### src/hw/rtl/mbrot_pkg.sv
// Shared types and constants of the escape-time pixel evaluator.
// No dependencies; used by every module of the block.
`default_nettype none
package mbrot_pkg;

  localparam int unsigned DataW = 32;
  localparam int unsigned IdxW  = 12;
  localparam int unsigned DenW  = 13;
  localparam int unsigned NumW  = 46;  // signed (corner difference) * pixel index
  localparam int unsigned MagW  = 45;  // magnitude of that product
  localparam int unsigned GrayW = 8;

  typedef enum logic [2:0] {
    CfgLeftReal   = 3'd0,
    CfgTopImag    = 3'd1,
    CfgRightReal  = 3'd2,
    CfgBottomImag = 3'd3,
    CfgImgWidth   = 3'd4,
    CfgImgHeight  = 3'd5
  } cfg_idx_e;

  typedef struct packed {
    logic signed [DataW-1:0] re;
    logic signed [DataW-1:0] im;
  } point_t;

  typedef enum logic [1:0] {
    FeIdle,
    FeMul,
    FeDiv,
    FePush
  } front_state_e;

  typedef enum logic [2:0] {
    BeIdle,
    BeRr,
    BeIi,
    BeRi,
    BeUpd
  } back_state_e;

  function automatic logic signed [DataW-1:0] sat32(input logic signed [63:0] v);
    logic signed [63:0] hi;
    logic signed [63:0] lo;
    hi = 64'sd2147483647;
    lo = -64'sd2147483648;
    if (v > hi) begin
      sat32 = hi[DataW-1:0];
    end else if (v < lo) begin
      sat32 = lo[DataW-1:0];
    end else begin
      sat32 = v[DataW-1:0];
    end
  endfunction

endpackage
`default_nettype wire

### src/hw/rtl/mbrot_queue.sv
// Two-entry queue of mapped points between front end and iteration engine.
// Depends on mbrot_pkg.
`default_nettype none
module mbrot_queue (
  input  wire                clk_i,
  input  wire                rst_ni,
  input  wire                push_i,
  input  mbrot_pkg::point_t  data_i,
  output logic               full_o,
  input  wire                pop_i,
  output logic               empty_o,
  output mbrot_pkg::point_t  data_o
);

  mbrot_pkg::point_t mem_q [2];
  logic       wr_q, rd_q;
  logic [1:0] cnt_q;

  assign full_o  = (cnt_q == 2'd2);
  assign empty_o = (cnt_q == 2'd0);
  assign data_o  = mem_q[rd_q];

  always_ff @(posedge clk_i) begin
    if (push_i) begin
      mem_q[wr_q] <= data_i;
    end
  end

  always_ff @(posedge clk_i or negedge rst_ni) begin
    if (!rst_ni) begin
      wr_q  <= 1'b0;
      rd_q  <= 1'b0;
      cnt_q <= 2'd0;
    end else begin
      if (push_i) wr_q <= ~wr_q;
      if (pop_i)  rd_q <= ~rd_q;
      cnt_q <= cnt_q + 2'(push_i) - 2'(pop_i);
    end
  end

endmodule
`default_nettype wire

### config.mk
export PLATFORM = sky130hd
export DESIGN_NAME = mbrot_queue
export DESIGN_NICKNAME = d
export VERILOG_FILES = /design/src/hw/rtl/mbrot_pkg.sv /design/src/hw/rtl/mbrot_queue.sv
export SDC_FILE = /design/constraint.sdc
export NUM_CORES = 1
export LEC_CHECK = 0
export ABC_AREA = 1
export CAP_MARGIN = 10
export CORE_UTILIZATION = 52
export DETAILED_ROUTE_END_ITERATION = 10
export DONT_BUFFER_PORTS = 1
export PLACE_DENSITY = 0.7
export SKIP_LAST_GASP = 1
export SYNTH_ARGS = -nofsm -noshare
export SYNTH_HDL_FRONTEND = slang
export SYNTH_SLANG_ARGS = --single-unit
### constraint.sdc
create_clock -name clk_i -period 9.7 [get_ports clk_i]
set_clock_uncertainty 0.15 [all_clocks]
set_input_delay 0 -clock clk_i [delete_from_list [all_inputs] [get_ports clk_i]]
set_output_delay 0 -clock clk_i [all_outputs]
set_load 0.01 [all_outputs]
==> results.cfg, run 1 <==
[run_status]
status = did not finish
stop_stage = clock tree synthesis
error_line = [ERROR RSZ-0060] Max buffer count reached.

[placement]
gp_congestion = 0.715
portBuffers = 0
hpwl_microns = 4900
placed_area_sq_um = 5040

[synthesis]
synth_seq_cells = 132
yosysTopAreaCellShare_pct = 77.0
synth_top_area_cell = edfxtp_1
synthCells = 359
ys_seq_area_share_pct = 79.0
yosys_warnings = 0
syn_avg_cell_area_sq_um = 13.9
synth_area_leaders = edfxtp_1 77%, inv_1 5.3%, nand2_1 5.3%
netlist_area_sq_um = 4990
yosysUniqueCellTypes = 13
syn_nets = 429

[floorplan]
start_util_pct = 53.8
dieHeight_microns = 100
num_rows = 35
fp.dieW_microns = 100
io_pins = 134

[clock_tree]
post_cts_buffers = 0
cts_resized = 0
ctsHoldBuffers = 102
cts.sinks = 132
clock_path_buffers = 2
cts_root_buffer = clkbuf_8
cts_buffers = 17
ctsHtreeMaxLevel = 4
[synthesized netlist by cell type]
cell and instances:
o21ai_1 16, edfxtp_1 128, clkbuf_1 1, dfrtp_1 4, nand3_1 1, xor2_1 2
nand2_1 70, ha_1 2, inv_1 71, o21ai_0 48, nor2_1 3, buf_6 11
buf_4 2
[per-stage QoR]
stage	cells	utilization, %	setup slack (ps)	hold WS [ps]
3_5_place_dp	476	54.3	7430	-445
3_3_place_gp	476	54.3	7460	-445
2_1_floorplan	359	-	5980	-446
[logic make-up after synthesis]
family / after synthesis / share of synthesized area (%)
AND/OR/NAND/NOR: 74 / 5.59
AO/OA/AOI/OAI: 64 / 6.41
adder cells (fa/ha/maj): 2 / 0.501
buffers and inverters: 85 / 8.19
XOR/XNOR: 2 / 0.351
flip-flops: 132 / 79.0
==> run 2, diff against run 1 <==
--- a/config.mk
+++ b/config.mk
@@ -7,10 +7,10 @@
 export LEC_CHECK = 0
 export ABC_AREA = 1
 export CAP_MARGIN = 10
-export CORE_UTILIZATION = 52
+export CORE_UTILIZATION = 37
 export DETAILED_ROUTE_END_ITERATION = 10
 export DONT_BUFFER_PORTS = 1
-export PLACE_DENSITY = 0.7
+export PLACE_DENSITY_LB_ADDON = 0.15
 export SKIP_LAST_GASP = 1
 export SYNTH_ARGS = -nofsm -noshare
 export SYNTH_HDL_FRONTEND = slang
==> results.cfg, run 2 <==
[sta]
drv_slew = 0
tightest_slew_ps = 1130
final_hold_viol_count = 0
fin_ws_ps = 7480
maxSlewHeadroom_pct = 24.9
rsz0062_at_grt = false
tns_ps = 0
fin_crit_ps = 2220
finalCritPeriodShare_pct = 22.9
clock.fmax_mhz = 450
setup_violations = 0

[finish]
final_util_pct = 48.6
drive_gt1_share_pct = 7.61
mostFrequentLayoutCells = 128 x edfxtp_1, 70 x inv_1, 70 x nand2_1
largest_reg_flops = 128
fillers = 1183
diodes = 0
regMostFlops = mem_q
top_regs = mem_q x128, cnt_q x2
fin_area_sq_um = 6410
area_growth_pct = 28.3
final_common_cell = edfxtp_1
nNetsFinal = 504

[global_route]
grt_max_degree = 130
antenna_found_initial = 0
grt_pass1_vias = 2781
grt_pass1_wl_microns = 14200
grtUsageTotal_pct = 13.7
grt_overflow = 0

[clock_tree]
cts_buffers = 17
clock_path_buffers = 2
clk_latency_ps = 410
cts_root_buffer = clkbuf_16
path_clk_slew_ps = 60
ctsHtreeMaxLevel = 4
post_cts_buffers = 0
cts.sinks = 132
cts_tree = yes

[placement]
hpwl_microns = 4980
dp_slack_ps = 7730
placed_area_sq_um = 5100
gp_congestion = 0.662
portBuffers = 0

[synthesis]
synth_area_leaders = edfxtp_1 77%, inv_1 5.3%, nand2_1 5.3%
async_reset_ff_share_pct = 3.03
synth_top_area_cell = edfxtp_1
yosysMostFrequentCell = edfxtp_1
synthTopCellsByCount = 128 x edfxtp_1, 71 x inv_1, 70 x nand2_1
synth_ff_type = edfxtp_1
synthCells = 359
syn_avg_cell_area_sq_um = 13.9
syn_nets = 429
yosysUniqueCellTypes = 13
yosysTopAreaCellShare_pct = 77.0
yosys_warnings = 0
synth-edff-count = 128
netlist_area_sq_um = 4990
synth_seq_cells = 132
ys_seq_area_share_pct = 79.0

[worst_setup_path]
required_ps = 9550
startpoint_type = register
critPathMaxFanout = 129
path_buf_inv = 0
worstSetupEndpointType = primary output
arrival_ps = 2070
crit_slowest_cell = dfrtp_4
crit_family = flip-flops
critPathKind = register to primary output
cp_cell_sequence = o21ai_0
slowest_delay_ps = 1170

[detailed_routing]
vias = 2726
post-route-drc-count = 0
drt-wirelength-per-cell_microns = 13.8
first_pass_iters = 4
vias_per_cell = 4.38
postRouteAntennaNets = 0
drt_iter0_markers = 145
routed_wl_microns = 8620

[worst_hold_path]
hold_path_class = input pin to register

[floorplan]
fp.dieW_microns = 118
num_rows = 42
dieArea_sq_um = 14000
start_util_pct = 37.9
dieHeight_microns = 118
io_pins = 134
coreArea_sq_um = 13200

[pwr]
power.density_nw_per_um2 = 288
ir_drop_mv = 0.317
cellLeakagePower_nw = 2.50

[run_status]
status = completed

[flow_run]
maxCapViolCount = 0
run 2: metrics by stage:
step	total power [W]	cells	hold WS, ps
after floorplan	0.00114	359	-446
after global placement	0.00117	523	-445
after detailed placement	0.00118	523	-445
after CTS	0.00188	623	69.3
after global routing	0.00196	623	74.0
final	0.00185	623	91.6
run 2: cell families (layout without fill, tap and decap cells):
kind of cell	Yosys count	in the layout	share of synthesized area, %
fa+ha+maj	2	2	0.501
flops	132	132	79.0
buf+inv	85	173	8.19
simple gates	74	74	5.59
compound gates	64	64	6.41
xor+xnor	2	2	0.351
run 2: final cells by class:
cell class	instances	area, sq um	area share, %
clock buffers	23	478	7.46
flip-flops and latches	132	3950	61.6
repair buffers	70	696	10.9
multi-input cells	142	649	10.1
clock inverters	9	151	2.36
inverters	71	267	4.16
well taps	176	220	3.44
run 2: what timing repair did:
item / in CTS / in global routing
resized for setup: 0 / 0
hold buffers: 68 / 0
hold endpoints to repair: 146 / 0
run 2: power by group:
part	internal [W]	total (W)	leakage (nW)	switching, W
Combinational	0.0000876	0.000326	0.944	0.000238
Sequential	0.000759	0.000854	1.25	0.0000946
Clock	0.000449	0.000669	0.307	0.000219
run 2: path summary, 6_finish.rpt:
check                            from            to  slack (ps)  cells past startpoint
max reg2reg                      wr_q  mem_q[1][54]        7770                      3
min in group asynchronous      rst_ni          rd_q         240                      2
min reg2reg                      wr_q          wr_q         390                      1
min                        data_i[10]  mem_q[0][10]          90                      1
max in group asynchronous      rst_ni          rd_q        8960                      2
max                              rd_q     data_o[4]        7480                      1
run 2: layer usage:
| layer | GRT usage (%) | up-vias | routed length [microns] |
|---|---|---|---|
| met4 | 8.01 | 0 | 222 |
| met3 | 6.08 | 16 | 690 |
| met1 | 15.8 | 1257 | 3690 |
| met5 | 0 | - | 0 |
| met2 | 21.0 | 97 | 4010 |
| li1 | - | 1356 | - |
Power figures use the tool's default switching activity.
