===== src/hw/rtl/mbrot_pkg.sv =====
// Shared types and constants of the escape-time pixel evaluator.
// No dependencies; used by every module of the block.
`default_nettype none
package mbrot_pkg;

  localparam int unsigned DataW = 32;
  localparam int unsigned IdxW  = 12;
  localparam int unsigned DenW  = 13;
  localparam int unsigned NumW  = 46;  // signed (corner difference) * pixel index
  localparam int unsigned MagW  = 45;  // magnitude of that product
  localparam int unsigned GrayW = 8;

  typedef enum logic [2:0] {
    CfgLeftReal   = 3'd0,
    CfgTopImag    = 3'd1,
    CfgRightReal  = 3'd2,
    CfgBottomImag = 3'd3,
    CfgImgWidth   = 3'd4,
    CfgImgHeight  = 3'd5
  } cfg_idx_e;

  typedef struct packed {
    logic signed [DataW-1:0] re;
    logic signed [DataW-1:0] im;
  } point_t;

  typedef enum logic [1:0] {
    FeIdle,
    FeMul,
    FeDiv,
    FePush
  } front_state_e;

  typedef enum logic [2:0] {
    BeIdle,
    BeRr,
    BeIi,
    BeRi,
    BeUpd
  } back_state_e;

  function automatic logic signed [DataW-1:0] sat32(input logic signed [63:0] v);
    logic signed [63:0] hi;
    logic signed [63:0] lo;
    hi = 64'sd2147483647;
    lo = -64'sd2147483648;
    if (v > hi) begin
      sat32 = hi[DataW-1:0];
    end else if (v < lo) begin
      sat32 = lo[DataW-1:0];
    end else begin
      sat32 = v[DataW-1:0];
    end
  endfunction

endpackage
`default_nettype wire


===== src/hw/rtl/mbrot_back.sv =====
// Iteration engine: z = z*z + c over one shared 32x32 multiplier.
// Depends on mbrot_pkg.
`default_nettype none
module mbrot_back #(
  parameter int unsigned MAX_ITER  = 255,
  parameter int unsigned FRAC_BITS = 28
) (
  input  wire                                clk_i,
  input  wire                                rst_ni,
  input  wire                                q_empty_i,
  input  mbrot_pkg::point_t                  q_data_i,
  output logic                               q_pop_o,
  output logic                               done_o,
  output logic [mbrot_pkg::GrayW-1:0]        gray_level_o,
  output logic                               in_set_o
);

  localparam int unsigned CntW   = $clog2(MAX_ITER + 1);
  localparam int unsigned TShift = 2 * FRAC_BITS + 2;
  localparam logic [63:0] Thresh = (TShift < 64) ? (64'd1 << TShift) : '1;

  mbrot_pkg::back_state_e state_q, state_d;
  logic signed [31:0] zr_q, zi_q, cr_q, ci_q, mul_a, mul_b;
  logic signed [63:0] rr_q, ii_q, ri_q, prod, nr, ni;
  logic [CntW-1:0]    cnt_q;
  logic [63:0]        mag;
  logic escaped, at_limit, finish;

  assign prod     = mul_a * mul_b;
  assign mag      = 64'(rr_q) + 64'(ii_q);
  assign escaped  = (cnt_q != '0) && (mag > Thresh);
  assign at_limit = (cnt_q == CntW'(MAX_ITER - 1));
  assign finish   = (state_q == mbrot_pkg::BeRi) && (escaped || at_limit);
  assign nr = ((rr_q - ii_q) >>> FRAC_BITS) + 64'(cr_q);
  assign ni = (ri_q >>> (FRAC_BITS - 1)) + 64'(ci_q);

  always_comb begin
    state_d = state_q;
    unique case (state_q)
      mbrot_pkg::BeIdle: if (!q_empty_i) state_d = mbrot_pkg::BeRr;
      mbrot_pkg::BeRr:   state_d = mbrot_pkg::BeIi;
      mbrot_pkg::BeIi:   state_d = mbrot_pkg::BeRi;
      mbrot_pkg::BeRi:   state_d = finish ? mbrot_pkg::BeIdle : mbrot_pkg::BeUpd;
      mbrot_pkg::BeUpd:  state_d = mbrot_pkg::BeRr;
      default:           state_d = mbrot_pkg::BeIdle;
    endcase
  end

  always_comb begin
    q_pop_o = (state_q == mbrot_pkg::BeIdle) && !q_empty_i;
    mul_a   = zr_q;
    mul_b   = zr_q;
    unique case (state_q)
      mbrot_pkg::BeIi: begin
        mul_a = zi_q;
        mul_b = zi_q;
      end
      mbrot_pkg::BeRi: mul_b = zi_q;
      default: ;
    endcase
  end

  always_ff @(posedge clk_i or negedge rst_ni) begin
    if (!rst_ni) begin
      state_q <= mbrot_pkg::BeIdle;
      done_o  <= 1'b0;
    end else begin
      state_q <= state_d;
      done_o  <= finish;
    end
  end

  always_ff @(posedge clk_i) begin
    unique case (state_q)
      mbrot_pkg::BeIdle: begin
        cr_q  <= q_data_i.re;
        ci_q  <= q_data_i.im;
        zr_q  <= '0;
        zi_q  <= '0;
        cnt_q <= '0;
      end
      mbrot_pkg::BeRr: rr_q <= prod;
      mbrot_pkg::BeIi: ii_q <= prod;
      mbrot_pkg::BeRi: begin
        ri_q <= prod;
        if (escaped) begin
          in_set_o     <= 1'b0;
          gray_level_o <= (32'(cnt_q) >= 32'd254) ? 8'd1 : 8'(32'd255 - 32'(cnt_q));
        end else begin
          in_set_o     <= 1'b1;
          gray_level_o <= '0;
        end
      end
      mbrot_pkg::BeUpd: begin
        zr_q  <= mbrot_pkg::sat32(nr);
        zi_q  <= mbrot_pkg::sat32(ni);
        cnt_q <= cnt_q + CntW'(1);
      end
      default: ;
    endcase
  end

endmodule
`default_nettype wire

===== config.mk =====
export PLATFORM = sky130hd
export DESIGN_NAME = mbrot_back
export DESIGN_NICKNAME = d
export VERILOG_FILES = /design/src/hw/rtl/mbrot_pkg.sv /design/src/hw/rtl/mbrot_back.sv
export SDC_FILE = /design/constraint.sdc
export NUM_CORES = 2
export LEC_CHECK = 0
export BUFFER_PORTS_ARGS = -buffer_cell sky130_fd_sc_hd__buf_4
export CAP_MARGIN = 25
export CORE_AREA = 2 2 338 340
export CTS_BUF_LIST = sky130_fd_sc_hd__clkbuf_8
export DETAILED_ROUTE_END_ITERATION = 7
export DIE_AREA = 0 0 340 342
export HOLD_SLACK_MARGIN = 0.1
export PLACE_DENSITY = 0.67
export SYNTH_ARGS = -nofsm -noshare
export SYNTH_HDL_FRONTEND = slang
export SYNTH_SLANG_ARGS = --single-unit

===== constraint.sdc =====
create_clock -name clk_i -period 16.97 [get_ports clk_i]
set_input_delay 0.8485 -clock clk_i [delete_from_list [all_inputs] [get_ports clk_i]]
set_output_delay 0.8485 -clock clk_i [all_outputs]
set_load 0.01 [all_outputs]

==> key figures <==
Route
  • Routed wire length: 198.1 mm
  • Initial DRC count: between 4000 and 5000
  • Remaining DRCs: 0
  • Wire length per cell: around 26 um
  • Via density per instance: 5.982
  • Drt pass-1 iters: 6
  • Routed vias: 46160
  • DRT antenna net count: 0

Min path
  • Hold WC Path Type: in -> reg
  • Hold_sp: q_data_i[11]

GRT
  • Largest net degree at the start of global routing: 75
  • Grt total ovfl: 0
  • GR Util All Layers: 34.48%
  • First-pass GRT wire length: 298.4 mm
  • Initial antenna violation count: 4
  • Vias in the first global route: between 40000 and 50000

STA
  • Final period util: 69.79%
  • Slew Limit Fails: 0
  • Fmax: between 0.08 and 0.09 GHz
  • Clock skew: 0.06332 ns
  • RSZ-0062 raised after global routing: false
  • Crit path time final: 11.84 ns
  • Final setup fails: 0
  • Worst Max-Slew Pin Slew: 1.124 ns
  • Final setup TNS: 0 ns
  • Fin. Hold Viols: 0
  • Fin worst setup slack: ~5 ns
  • Worst slew margin: about a quarter

Yosys
  • Cells after synthesis: ~6200
  • Main synth FF type: edfxtp_1
  • Post-synth EDFFs: 310
  • Mapped Avg Cell Area: 9.400 sq um
  • Mapped cell area: 58160 sq um
  • Register bit total from synthesis: 314
  • Mapped Nets: 7724
  • Async SR Flop Fraction: 1.274%
  • Seq/Total Area, Yosys: 16.18%
  • Ys Warns: 0
  • Synth cell types: 108

Run status
  • Outcome: completed

Critical path
  • Max stage delay on crit path: 0.91 ns
  • Cell repeated most along the worst path: fa_1
  • Crit path DAT: 12.22 ns
  • Crit path capture type: flop
  • Critical path peak fanout: 39
  • CP startpoint: state_q[1]
  • Slowest-stage cell, CP: a211oi_1
  • CP required: 17.34 ns
  • R2R Setup Slk: 5.13 ns
  • CP Launch Type: flop
  • Setup CP Type: reg -> reg
  • Worst R2R Start: state_q[1]

Layout
  • Share of cells above drive strength 1: 6.627%
  • Commonest non-fill, non-tap cell in the layout: inv_1
  • Commonest non-fill, non-tap cells in the layout: inv_1, fa_1, nor2_1, nand2_1, ha_1
  • Layout area overhead: 5.734%
  • Nets: approximately 7700

Clock tree
  • Worst skew pair latency: 0.67 ns
  • CTS Sinks: 314
  • CTS Buf Count: 48
  • H-tree depth: 2
  • CTS tree: done
  • Clk slew on worst S/H paths: about 0.070 ns
  • Post-cts resize count: 0
  • CTS Buffer Depth: 3
  • Root Driver: clkbuf_8

Flow run
  • Max_cap viols: 0

Place
  • Final HPWL from detailed placement: 160.4 mm
  • Setup Slack @ Placement: 5.515 ns
  • GP Congestion: 0.9986
  • PortBufs: 77

Floorplan
  • Ports: 78
  • Site Rows: 124
  • Core area: 113100 sq um
  • Die Area: 116300 sq um
  • Initial Utilization: 51.42%
  • Die Height: 342 um
  • Die span in x: 340 um
[cell usage after synthesis (64+ instances only)]
cell | instances | area [sq um]
nand3_1 | 67 | 335.3
nand2_1 | 650 | 2440
nor2_1 | 733 | 2751
ha_1 | 385 | 4817
fa_1 | 1085 | 21720
a21oi_1 | 267 | 1336
xnor2_1 | 113 | 989.7
xor2_1 | 71 | 621.9
o21ai_0 | 133 | 665.6
a21o_1 | 88 | 660.6
edfxtp_1 | 310 | 9309
mux2i_1 | 78 | 780.8
mux2_2 | 64 | 720.7
inv_1 | 1144 | 4294
clkbuf_1 | 186 | 698.2
[logic make-up (layout without fill, tap and decap cells)]
kind of cell | after synthesis | after routing | share of synthesized area, %
AO/OA/AOI/OAI | 884 | 884 | 10.15
multiplexers | 144 | 144 | 2.627
buffers and inverters | 1388 | 1403 | 9.051
flip-flops | 314 | 314 | 16.18
other | 0 | 3 | 0
AND/OR/NAND/NOR | 1802 | 1802 | 13.57
XOR/XNOR | 185 | 185 | 2.799
adder cells (fa/ha/maj) | 1470 | 1470 | 45.63
[layer usage]
metal  routed length (um)  GRT usage [%]
met5                    9              0
met4                10180          14.62
met3                18840          6.957
met2                89580          54.05
met1                79450          46.88
[final timing paths]
kind | end | cells after the start
max | ii_q[63] | 29
min | ci_q[11] | 1
max reg2reg | ii_q[63] | 29
min reg2reg | state_q[1] | 1
max in group asynchronous | state_q[2] | 2
min in group asynchronous | state_q[1] | 2
[worst max-delay path: cells and delay by family (launching register included)]
family	cells	cell delay (ns)
adders and majority gates	9	4.38
AOI/OAI and AO/OA	7	2.43
and+or+nand+nor	7	2.08
buffers and inverters	4	1.07
muxes	1	0.72
DFF	1	0.59
xor gates and xnor gates	1	0.17
[area by class of cell]
cell class / count / area [sq um]
Antenna cell: 3 / 7.507
Clock buffer: 49 / 674.4
Clock inverter: 33 / 244.0
Fill cell: 10340 / 51610
Inverter: 1150 / 4317
Multi-Input combinational cell: 4485 / 43660
Sequential cell: 314 / 9409
Tap cell: 1512 / 1892
Timing Repair Buffer: 171 / 1287
[state kept, by name (all words and copies together), names as in the netlist]
register and flops:
state_q 3, cr_q 32, ri_q 37, gray_level_o 8, done_o 1, rr_q 64, zi_q 32, in_set_o 1
ii_q 64, cnt_q 8, zr_q 32, ci_q 32
[through the flow]
| step | hold slack, ns | cell area, sq um | util [%] | std cells |
|---|---|---|---|---|
| 6_report | 0.3637 | 61490 | 54.37 | 7717 |
| 5_1_grt | 0.3218 | 61480 | 54.36 | 7714 |
| 4_1_cts | 0.3285 | 61470 | 54.34 | 7712 |
| 3_5_place_dp | 0.6647 | 60540 | 53.52 | 7629 |
| 3_3_place_gp | 0.6322 | 60510 | 53.50 | 7625 |
| 2_1_floorplan | 0.5529 | 58160 | - | 6187 |
[what timing repair did]
item,in CTS,in global routing
setup buffers,0,0
endpoints found under the hold margin,4,0
hold buffers,1,0
endpoints found under the setup margin,0,0
Power is not shown: default switching activity piles up to over one toggle a cycle in this logic, so the estimate is an artifact.
