<file path="config.mk">
export PLATFORM = sky130hd
export DESIGN_NAME = mbrot_front
export DESIGN_NICKNAME = d
export VERILOG_FILES = /design/src/hw/rtl/mbrot_pkg.sv /design/src/hw/rtl/mbrot_div.sv /design/src/hw/rtl/mbrot_front.sv
export SDC_FILE = /design/constraint.sdc
export NUM_CORES = 2
export LEC_CHECK = 0
export BUFFER_PORTS_ARGS = -buffer_cell sky130_fd_sc_hd__buf_2
export CAP_MARGIN = 20
export CORE_MARGIN = 1
export CORE_UTILIZATION = 30
export CTS_BUF_LIST = sky130_fd_sc_hd__clkbuf_16
export CTS_CLUSTER_DIAMETER = 150
export DETAILED_ROUTE_END_ITERATION = 16
export RECOVER_POWER = 25
export SLEW_MARGIN = 20
export SYNTH_ARGS = -nofsm -noshare
export SYNTH_HDL_FRONTEND = slang
export SYNTH_SLANG_ARGS = --single-unit
export TNS_END_PERCENT = 1
</file>
<file path="constraint.sdc">
create_clock -name clk_i -period 6.5 [get_ports clk_i]
set_input_delay 0.65 -clock clk_i [delete_from_list [all_inputs] [get_ports clk_i]]
set_output_delay 0.65 -clock clk_i [all_outputs]
set_load 0.005 [all_outputs]
</file>
<file path="src/hw/rtl/mbrot_pkg.sv">
// Shared types and constants of the escape-time pixel evaluator.
// No dependencies; used by every module of the block.
`default_nettype none
package mbrot_pkg;

  localparam int unsigned DataW = 32;
  localparam int unsigned IdxW  = 12;
  localparam int unsigned DenW  = 13;
  localparam int unsigned NumW  = 46;  // signed (corner difference) * pixel index
  localparam int unsigned MagW  = 45;  // magnitude of that product
  localparam int unsigned GrayW = 8;

  typedef enum logic [2:0] {
    CfgLeftReal   = 3'd0,
    CfgTopImag    = 3'd1,
    CfgRightReal  = 3'd2,
    CfgBottomImag = 3'd3,
    CfgImgWidth   = 3'd4,
    CfgImgHeight  = 3'd5
  } cfg_idx_e;

  typedef struct packed {
    logic signed [DataW-1:0] re;
    logic signed [DataW-1:0] im;
  } point_t;

  typedef enum logic [1:0] {
    FeIdle,
    FeMul,
    FeDiv,
    FePush
  } front_state_e;

  typedef enum logic [2:0] {
    BeIdle,
    BeRr,
    BeIi,
    BeRi,
    BeUpd
  } back_state_e;

  function automatic logic signed [DataW-1:0] sat32(input logic signed [63:0] v);
    logic signed [63:0] hi;
    logic signed [63:0] lo;
    hi = 64'sd2147483647;
    lo = -64'sd2147483648;
    if (v > hi) begin
      sat32 = hi[DataW-1:0];
    end else if (v < lo) begin
      sat32 = lo[DataW-1:0];
    end else begin
      sat32 = v[DataW-1:0];
    end
  endfunction

endpackage
`default_nettype wire

</file>
<file path="src/hw/rtl/mbrot_div.sv">
// Restoring divider, one quotient bit a cycle, plus the saturating corner add.
// Depends on mbrot_pkg.
`default_nettype none
module mbrot_div (
  input  wire                                   clk_i,
  input  wire                                   rst_ni,
  input  wire                                   start_i,
  input  wire signed [mbrot_pkg::NumW-1:0]      num_i,
  input  wire        [mbrot_pkg::DenW-1:0]      den_i,
  input  wire signed [mbrot_pkg::DataW-1:0]     base_i,
  output logic                                  done_o,
  output logic signed [mbrot_pkg::DataW-1:0]    value_o
);

  localparam int unsigned CntW  = $clog2(mbrot_pkg::MagW + 1);
  localparam int unsigned NumWq = mbrot_pkg::MagW + 1;

  logic [mbrot_pkg::MagW-1:0] quo_q, quo_d;
  logic [mbrot_pkg::DenW-1:0] rem_q, rem_d;
  logic [mbrot_pkg::DenW-1:0] den_q;
  logic                       neg_q;
  logic [CntW-1:0]            cnt_q, cnt_d;
  logic                       run_q, run_d, fin_q, fin_d;
  logic [mbrot_pkg::DenW:0]   trial;
  logic signed [NumWq-1:0]    qs;
  logic signed [63:0]         sum;

  always_comb begin
    trial = {rem_q, quo_q[mbrot_pkg::MagW-1]};
    quo_d = {quo_q[mbrot_pkg::MagW-2:0], 1'b0};
    rem_d = trial[mbrot_pkg::DenW-1:0];
    if (trial >= {1'b0, den_q}) begin
      rem_d    = mbrot_pkg::DenW'(trial - {1'b0, den_q});
      quo_d[0] = 1'b1;
    end
    cnt_d = cnt_q + CntW'(1);
    run_d = run_q && (cnt_q != CntW'(mbrot_pkg::MagW - 1));
    fin_d = run_q && (cnt_q == CntW'(mbrot_pkg::MagW - 1));
  end

  always_comb begin
    qs  = neg_q ? -$signed({1'b0, quo_q}) : $signed({1'b0, quo_q});
    sum = 64'(base_i) + 64'(qs);
  end

  always_ff @(posedge clk_i or negedge rst_ni) begin
    if (!rst_ni) begin
      run_q  <= 1'b0;
      fin_q  <= 1'b0;
      done_o <= 1'b0;
    end else begin
      run_q  <= start_i | run_d;
      fin_q  <= fin_d;
      done_o <= fin_q;
    end
  end

  always_ff @(posedge clk_i) begin
    if (start_i) begin
      neg_q <= num_i[mbrot_pkg::NumW-1];
      quo_q <= num_i[mbrot_pkg::NumW-1] ? mbrot_pkg::MagW'(-num_i)
                                        : mbrot_pkg::MagW'(num_i);
      rem_q <= '0;
      den_q <= (den_i == '0) ? mbrot_pkg::DenW'(1) : den_i;
      cnt_q <= '0;
    end else if (run_q) begin
      quo_q <= quo_d;
      rem_q <= rem_d;
      cnt_q <= cnt_d;
    end
    if (fin_q) begin
      value_o <= mbrot_pkg::sat32(sum);
    end
  end

endmodule
`default_nettype wire

</file>
<file path="src/hw/rtl/mbrot_front.sv">
// Front end: takes a pixel request, scales it and maps it onto the plane.
// Depends on mbrot_pkg and mbrot_div.
`default_nettype none
module mbrot_front (
  input  wire                                clk_i,
  input  wire                                rst_ni,
  input  wire                                start,
  output logic                               busy,
  input  wire        [mbrot_pkg::IdxW-1:0]   column_i,
  input  wire        [mbrot_pkg::IdxW-1:0]   row_i,
  input  wire signed [mbrot_pkg::DataW-1:0]  left_real_i,
  input  wire signed [mbrot_pkg::DataW-1:0]  top_imag_i,
  input  wire signed [mbrot_pkg::DataW-1:0]  right_real_i,
  input  wire signed [mbrot_pkg::DataW-1:0]  bottom_imag_i,
  input  wire        [mbrot_pkg::DenW-1:0]   image_width_i,
  input  wire        [mbrot_pkg::DenW-1:0]   image_height_i,
  input  wire                                q_full_i,
  output logic                               q_push_o,
  output mbrot_pkg::point_t                  q_data_o
);

  mbrot_pkg::front_state_e state_q, state_d;
  logic signed [mbrot_pkg::NumW-1:0] num_re_q, num_im_q;
  logic signed [mbrot_pkg::NumW-1:0] prod_re, prod_im;
  logic signed [mbrot_pkg::DataW:0]  diff_re, diff_im;
  logic div_start, re_done, im_done;
  logic signed [mbrot_pkg::DataW-1:0] re_val, im_val;
  logic accept;

  assign accept  = start && !busy;
  assign diff_re = $signed({right_real_i[31], right_real_i})
                 - $signed({left_real_i[31], left_real_i});
  assign diff_im = $signed({bottom_imag_i[31], bottom_imag_i})
                 - $signed({top_imag_i[31], top_imag_i});
  // Full-width products: the corner difference times the pixel index.
  assign prod_re = diff_re * $signed({1'b0, column_i});
  assign prod_im = diff_im * $signed({1'b0, row_i});

  always_comb begin
    state_d = state_q;
    unique case (state_q)
      mbrot_pkg::FeIdle: if (start) state_d = mbrot_pkg::FeMul;
      mbrot_pkg::FeMul:  state_d = mbrot_pkg::FeDiv;
      mbrot_pkg::FeDiv:  if (re_done) state_d = mbrot_pkg::FePush;
      mbrot_pkg::FePush: if (!q_full_i) state_d = mbrot_pkg::FeIdle;
      default:           state_d = mbrot_pkg::FeIdle;
    endcase
  end

  always_comb begin
    busy      = (state_q != mbrot_pkg::FeIdle);
    div_start = (state_q == mbrot_pkg::FeMul);
    q_push_o  = (state_q == mbrot_pkg::FePush) && !q_full_i;
    q_data_o  = '{re: re_val, im: im_val};
  end

  always_ff @(posedge clk_i or negedge rst_ni) begin
    if (!rst_ni) begin
      state_q <= mbrot_pkg::FeIdle;
    end else begin
      state_q <= state_d;
    end
  end

  always_ff @(posedge clk_i) begin
    if (accept) begin
      num_re_q <= prod_re;
      num_im_q <= prod_im;
    end
  end

  mbrot_div u_div_re (
    .clk_i, .rst_ni, .start_i(div_start), .num_i(num_re_q), .den_i(image_width_i),
    .base_i(left_real_i), .done_o(re_done), .value_o(re_val)
  );

  mbrot_div u_div_im (
    .clk_i, .rst_ni, .start_i(div_start), .num_i(num_im_q), .den_i(image_height_i),
    .base_i(top_imag_i), .done_o(im_done), .value_o(im_val)
  );

  property p_lanes_lockstep;
    @(posedge clk_i) disable iff (!rst_ni) re_done == im_done;
  endproperty
  assert property (p_lanes_lockstep) else $error("divider lanes out of step");

  property p_push_after_div;
    @(posedge clk_i) disable iff (!rst_ni) re_done |-> state_q == mbrot_pkg::FeDiv;
  endproperty
  assert property (p_push_after_div) else $error("divider finished outside DIV");

  property p_no_accept_busy;
    @(posedge clk_i) disable iff (!rst_ni)
      (state_q == mbrot_pkg::FeDiv) |=> state_q != mbrot_pkg::FeMul;
  endproperty
  assert property (p_no_accept_busy) else $error("front restarted mid division");

endmodule
`default_nettype wire

</file>
==> results.toml <==
[clock_network]
cts_buffer_depth = 3
cts.sinks = 319
cts.htree.levels = 2
cts_tree = "yes"
clk_pin_slew_ps = 70
cts_root_buf = "clkbuf_16"
cts_made_buffers = 37
insertion_delay_ps = 610

[drt]
avgRoutedWirePerCell_um = 15.6
dr.pass1.iters = 5
routed_wl_um = 142000
final_antenna_net_count = 0
drc_errors = 0
avgViaCountPerCell = 4.69
first_iter_violations = 2243
num_vias = 42900

[setup_path]
slowest_delay_ps = 540
crit_top_cell = "fa_1"
arrival_ps = 8080
worstPathRequired_ps = 6870
path_delay_family = "adder cells"
crit_fanout = 6
critical_path_buf_inv_count = 8
end_kind = "flip-flop"
cpMaxStageDelayCell = "fa_2"
critPathKind = "input port to flip-flop"
critPathLaunchType = "input port"

[timing]
setup_violations = 91
min_period_ps = 7720
finalMaxSlewViolations = 198
rsz0062_at_grt = "true"
fmax_ghz = 0.130
fin_setup_tns_ps = -44390
worst_pin_slew_ps = 2810
post-route-period-util = 1.19
worst_slack_ps = -1220
relSlewSlack = -0.876
finalHoldViolCount = 0
finClkSkew_ps = 61.7

[global_route]
grtUsageTotal = 0.162
grt_antenna_before_repair = 17
gr-total-overflow = 0
grt_first_pass_wirelength_um = 232000
grt_pass1_vias = 44400
grt_max_degree = 91

[synthesis]
synthArstFlopShare = 0.0219
avgSynthCellArea_sq_um = 8.78
netlist_instances = 5919
ys_ff_latch = 319
ys_seq_area_frac = 0.176
yosysWarnings = 0
synth_top_flop_cell = "edfxtp_1"
synth_cell_types = 75
syn_nets = 7200
synth-edff-count = 274
synth_area_sq_mm = 0.0520

[outcome]
status = "complete, but fails checks"
violations = "capacitance limit, slew limit, setup timing"

[layout]
fill_cells = 17400
final_nets = 8077
synthToLayoutAreaGrowth_pct = 24.9
drive_gt1_frac = 0.213
finalCoreUtilization = 0.377

[die]
pin_count = 248
core_region_area_sq_mm = 0.172
initial_utilization = 0.302
die_w_um = 418
rows = 152
die_y_um = 418
dieArea_sq_mm = 0.175

[placed_design]
gp_congestion = 0.913
io_buffers = 247
dp_hpwl_um = 121000

[flow_run]
max_cap_violations = 5

[hold_path]
hp-class = "input port to flip-flop"
[state kept, by name, indices dropped and copies added (netlist names), 13 cells and up]
register / cells
num_im_q: 46
u_div_re.value_o: 32
u_div_re.quo_q: 45
u_div_im.value_o: 32
u_div_re.rem_q: 13
u_div_im.rem_q: 13
u_div_im.quo_q: 45
num_re_q: 46
u_div_im.den_q: 13
u_div_re.den_q: 13
[per-stage QoR]
stage / instances / instance area (sq um) / worst slack (ps) / hold slack (ps)
final: 9142 / 64900 / -1220 / 266
after global routing: 9137 / 64900 / -1520 / 230
after CTS: 9131 / 64600 / -1120 / 221
after detailed placement: 9019 / 62000 / -2310 / 483
after global placement: 9019 / 62000 / -2180 / 471
after floorplan: 5919 / 52300 / -1360 / 354
[worst register-to-register path: cells and delay by family, from the launching register on]
kind | cells | cell delay (ps)
fa+ha+maj | 1 | 360
xor+xnor | 2 | 330
compound gates | 5 | 930
buf+inv | 3 | 530
flops | 1 | 400
simple gates | 15 | 3750
[kinds of logic (layout without fill, tap and decap cells)]
family | after synthesis | count (layout) | synth area share
XOR/XNOR | 421 | 421 | 0.0709
buffers and inverters | 1307 | 2213 | 0.0944
adder cells (fa/ha/maj) | 1099 | 1099 | 0.366
multiplexers | 21 | 21 | 0.00426
AND/OR/NAND/NOR | 1706 | 1706 | 0.162
other | 0 | 7 | 0
AO/OA/AOI/OAI | 1046 | 1046 | 0.126
flip-flops | 319 | 319 | 0.176
[timing repair]
item,in CTS,in global routing
gates cloned,0,0
gates resized for setup,217,67
setup endpoints to repair,128,131
pin swaps,185,70
setup buffers,46,4
hold buffers,1,0
hold endpoints to repair,7,0
[layout by cell type (no fill, tap or decap), types with 55 or more instances in the layout]
master,n
a21o_1,120
o21ai_0,213
nor2b_1,75
and2_1,333
nand3_1,55
edfxtp_1,274
nor2_1,272
nand2b_1,60
xor2_1,171
inv_1,1019
ha_1,361
buf_2,224
nand2_1,619
fa_1,688
a21oi_1,276
xnor2_1,233
buf_4,806
[worst paths after layout]
kind                                           startpoint                            endpoint  slack (ps)  depth (start not counted)
setup reg to reg              u_div_im.quo_q[4]$_DFFE_PP_  u_div_im.value_o[29]$_SDFFCE_PN1P_         -80                         26
max in group asynchronous                          rst_ni            u_div_re.run_q$_DFF_PN0_        5390                          2
setup / recovery                           left_real_i[1]              num_re_q[45]$_DFFE_PP_       -1220                         39
hold reg to reg            u_div_im.cnt_q[5]$_SDFFE_PP0P_      u_div_im.cnt_q[5]$_SDFFE_PP0P_         490                          2
min in group asynchronous                          rst_ni            u_div_im.fin_q$_DFF_PN0_         650                          2
hold / removal                           image_width_i[7]     u_div_re.den_q[7]$_SDFFCE_PN0P_         270                          1
[per-layer routing]
metal	global-route usage	routed length (um)	share of wire	up-vias
li1	-	-	-	20800
met1	0.213	63800	0.45	21100
met2	0.282	69700	0.49	782
met3	0.0158	5120	0.036	178
met4	0.0419	3670	0.026	4
met5	0	23	0.00016	-
[synth_stat cells (all sizes together) (12+ instances only)]
master  number  area, sq um
or4         30          236
xor2       172         1510
xnor2      249         2180
nand2      632         2370
nand4       45          282
a31oi       26          163
or3         42          268
nand2b      64          430
clkbuf     259          972
o21ai      252         1260
edfxtp     274         8230
mux2i       12          120
o41ai       28          287
ha         397         4970
nor4        25          156
fa         702        14100
o21bai      41          308
nor2       283         1070
nand3       57          285
a21o       120          901
dfxtp       38          761
o21a        38          285
nor3        46          230
a21boi      12         90.1
nor2b       79          494
o211ai      18          135
and2       352         2200
a21oi      331         1660
o31ai       53          398
and3        18          113
a211oi      40          300
inv       1039         3900
[area by class of cell]
| class | count | area (sq um) | area share |
|---|---|---|---|
| Clock inverter | 31 | 362 | 0.00557 |
| Multi-Input combinational cell | 4293 | 39500 | 0.609 |
| Clock buffer | 37 | 926 | 0.0143 |
| Inverter | 1040 | 3930 | 0.0605 |
| Sequential cell | 319 | 9160 | 0.141 |
| Tap cell | 2310 | 2890 | 0.0445 |
| Timing Repair Buffer | 1105 | 8110 | 0.125 |
| Antenna cell | 7 | 17.5 | 0.000270 |
Power is left out: the tool's default activity adds up to more than one toggle a clock period on the data nets, which glitch-free logic cannot reach.
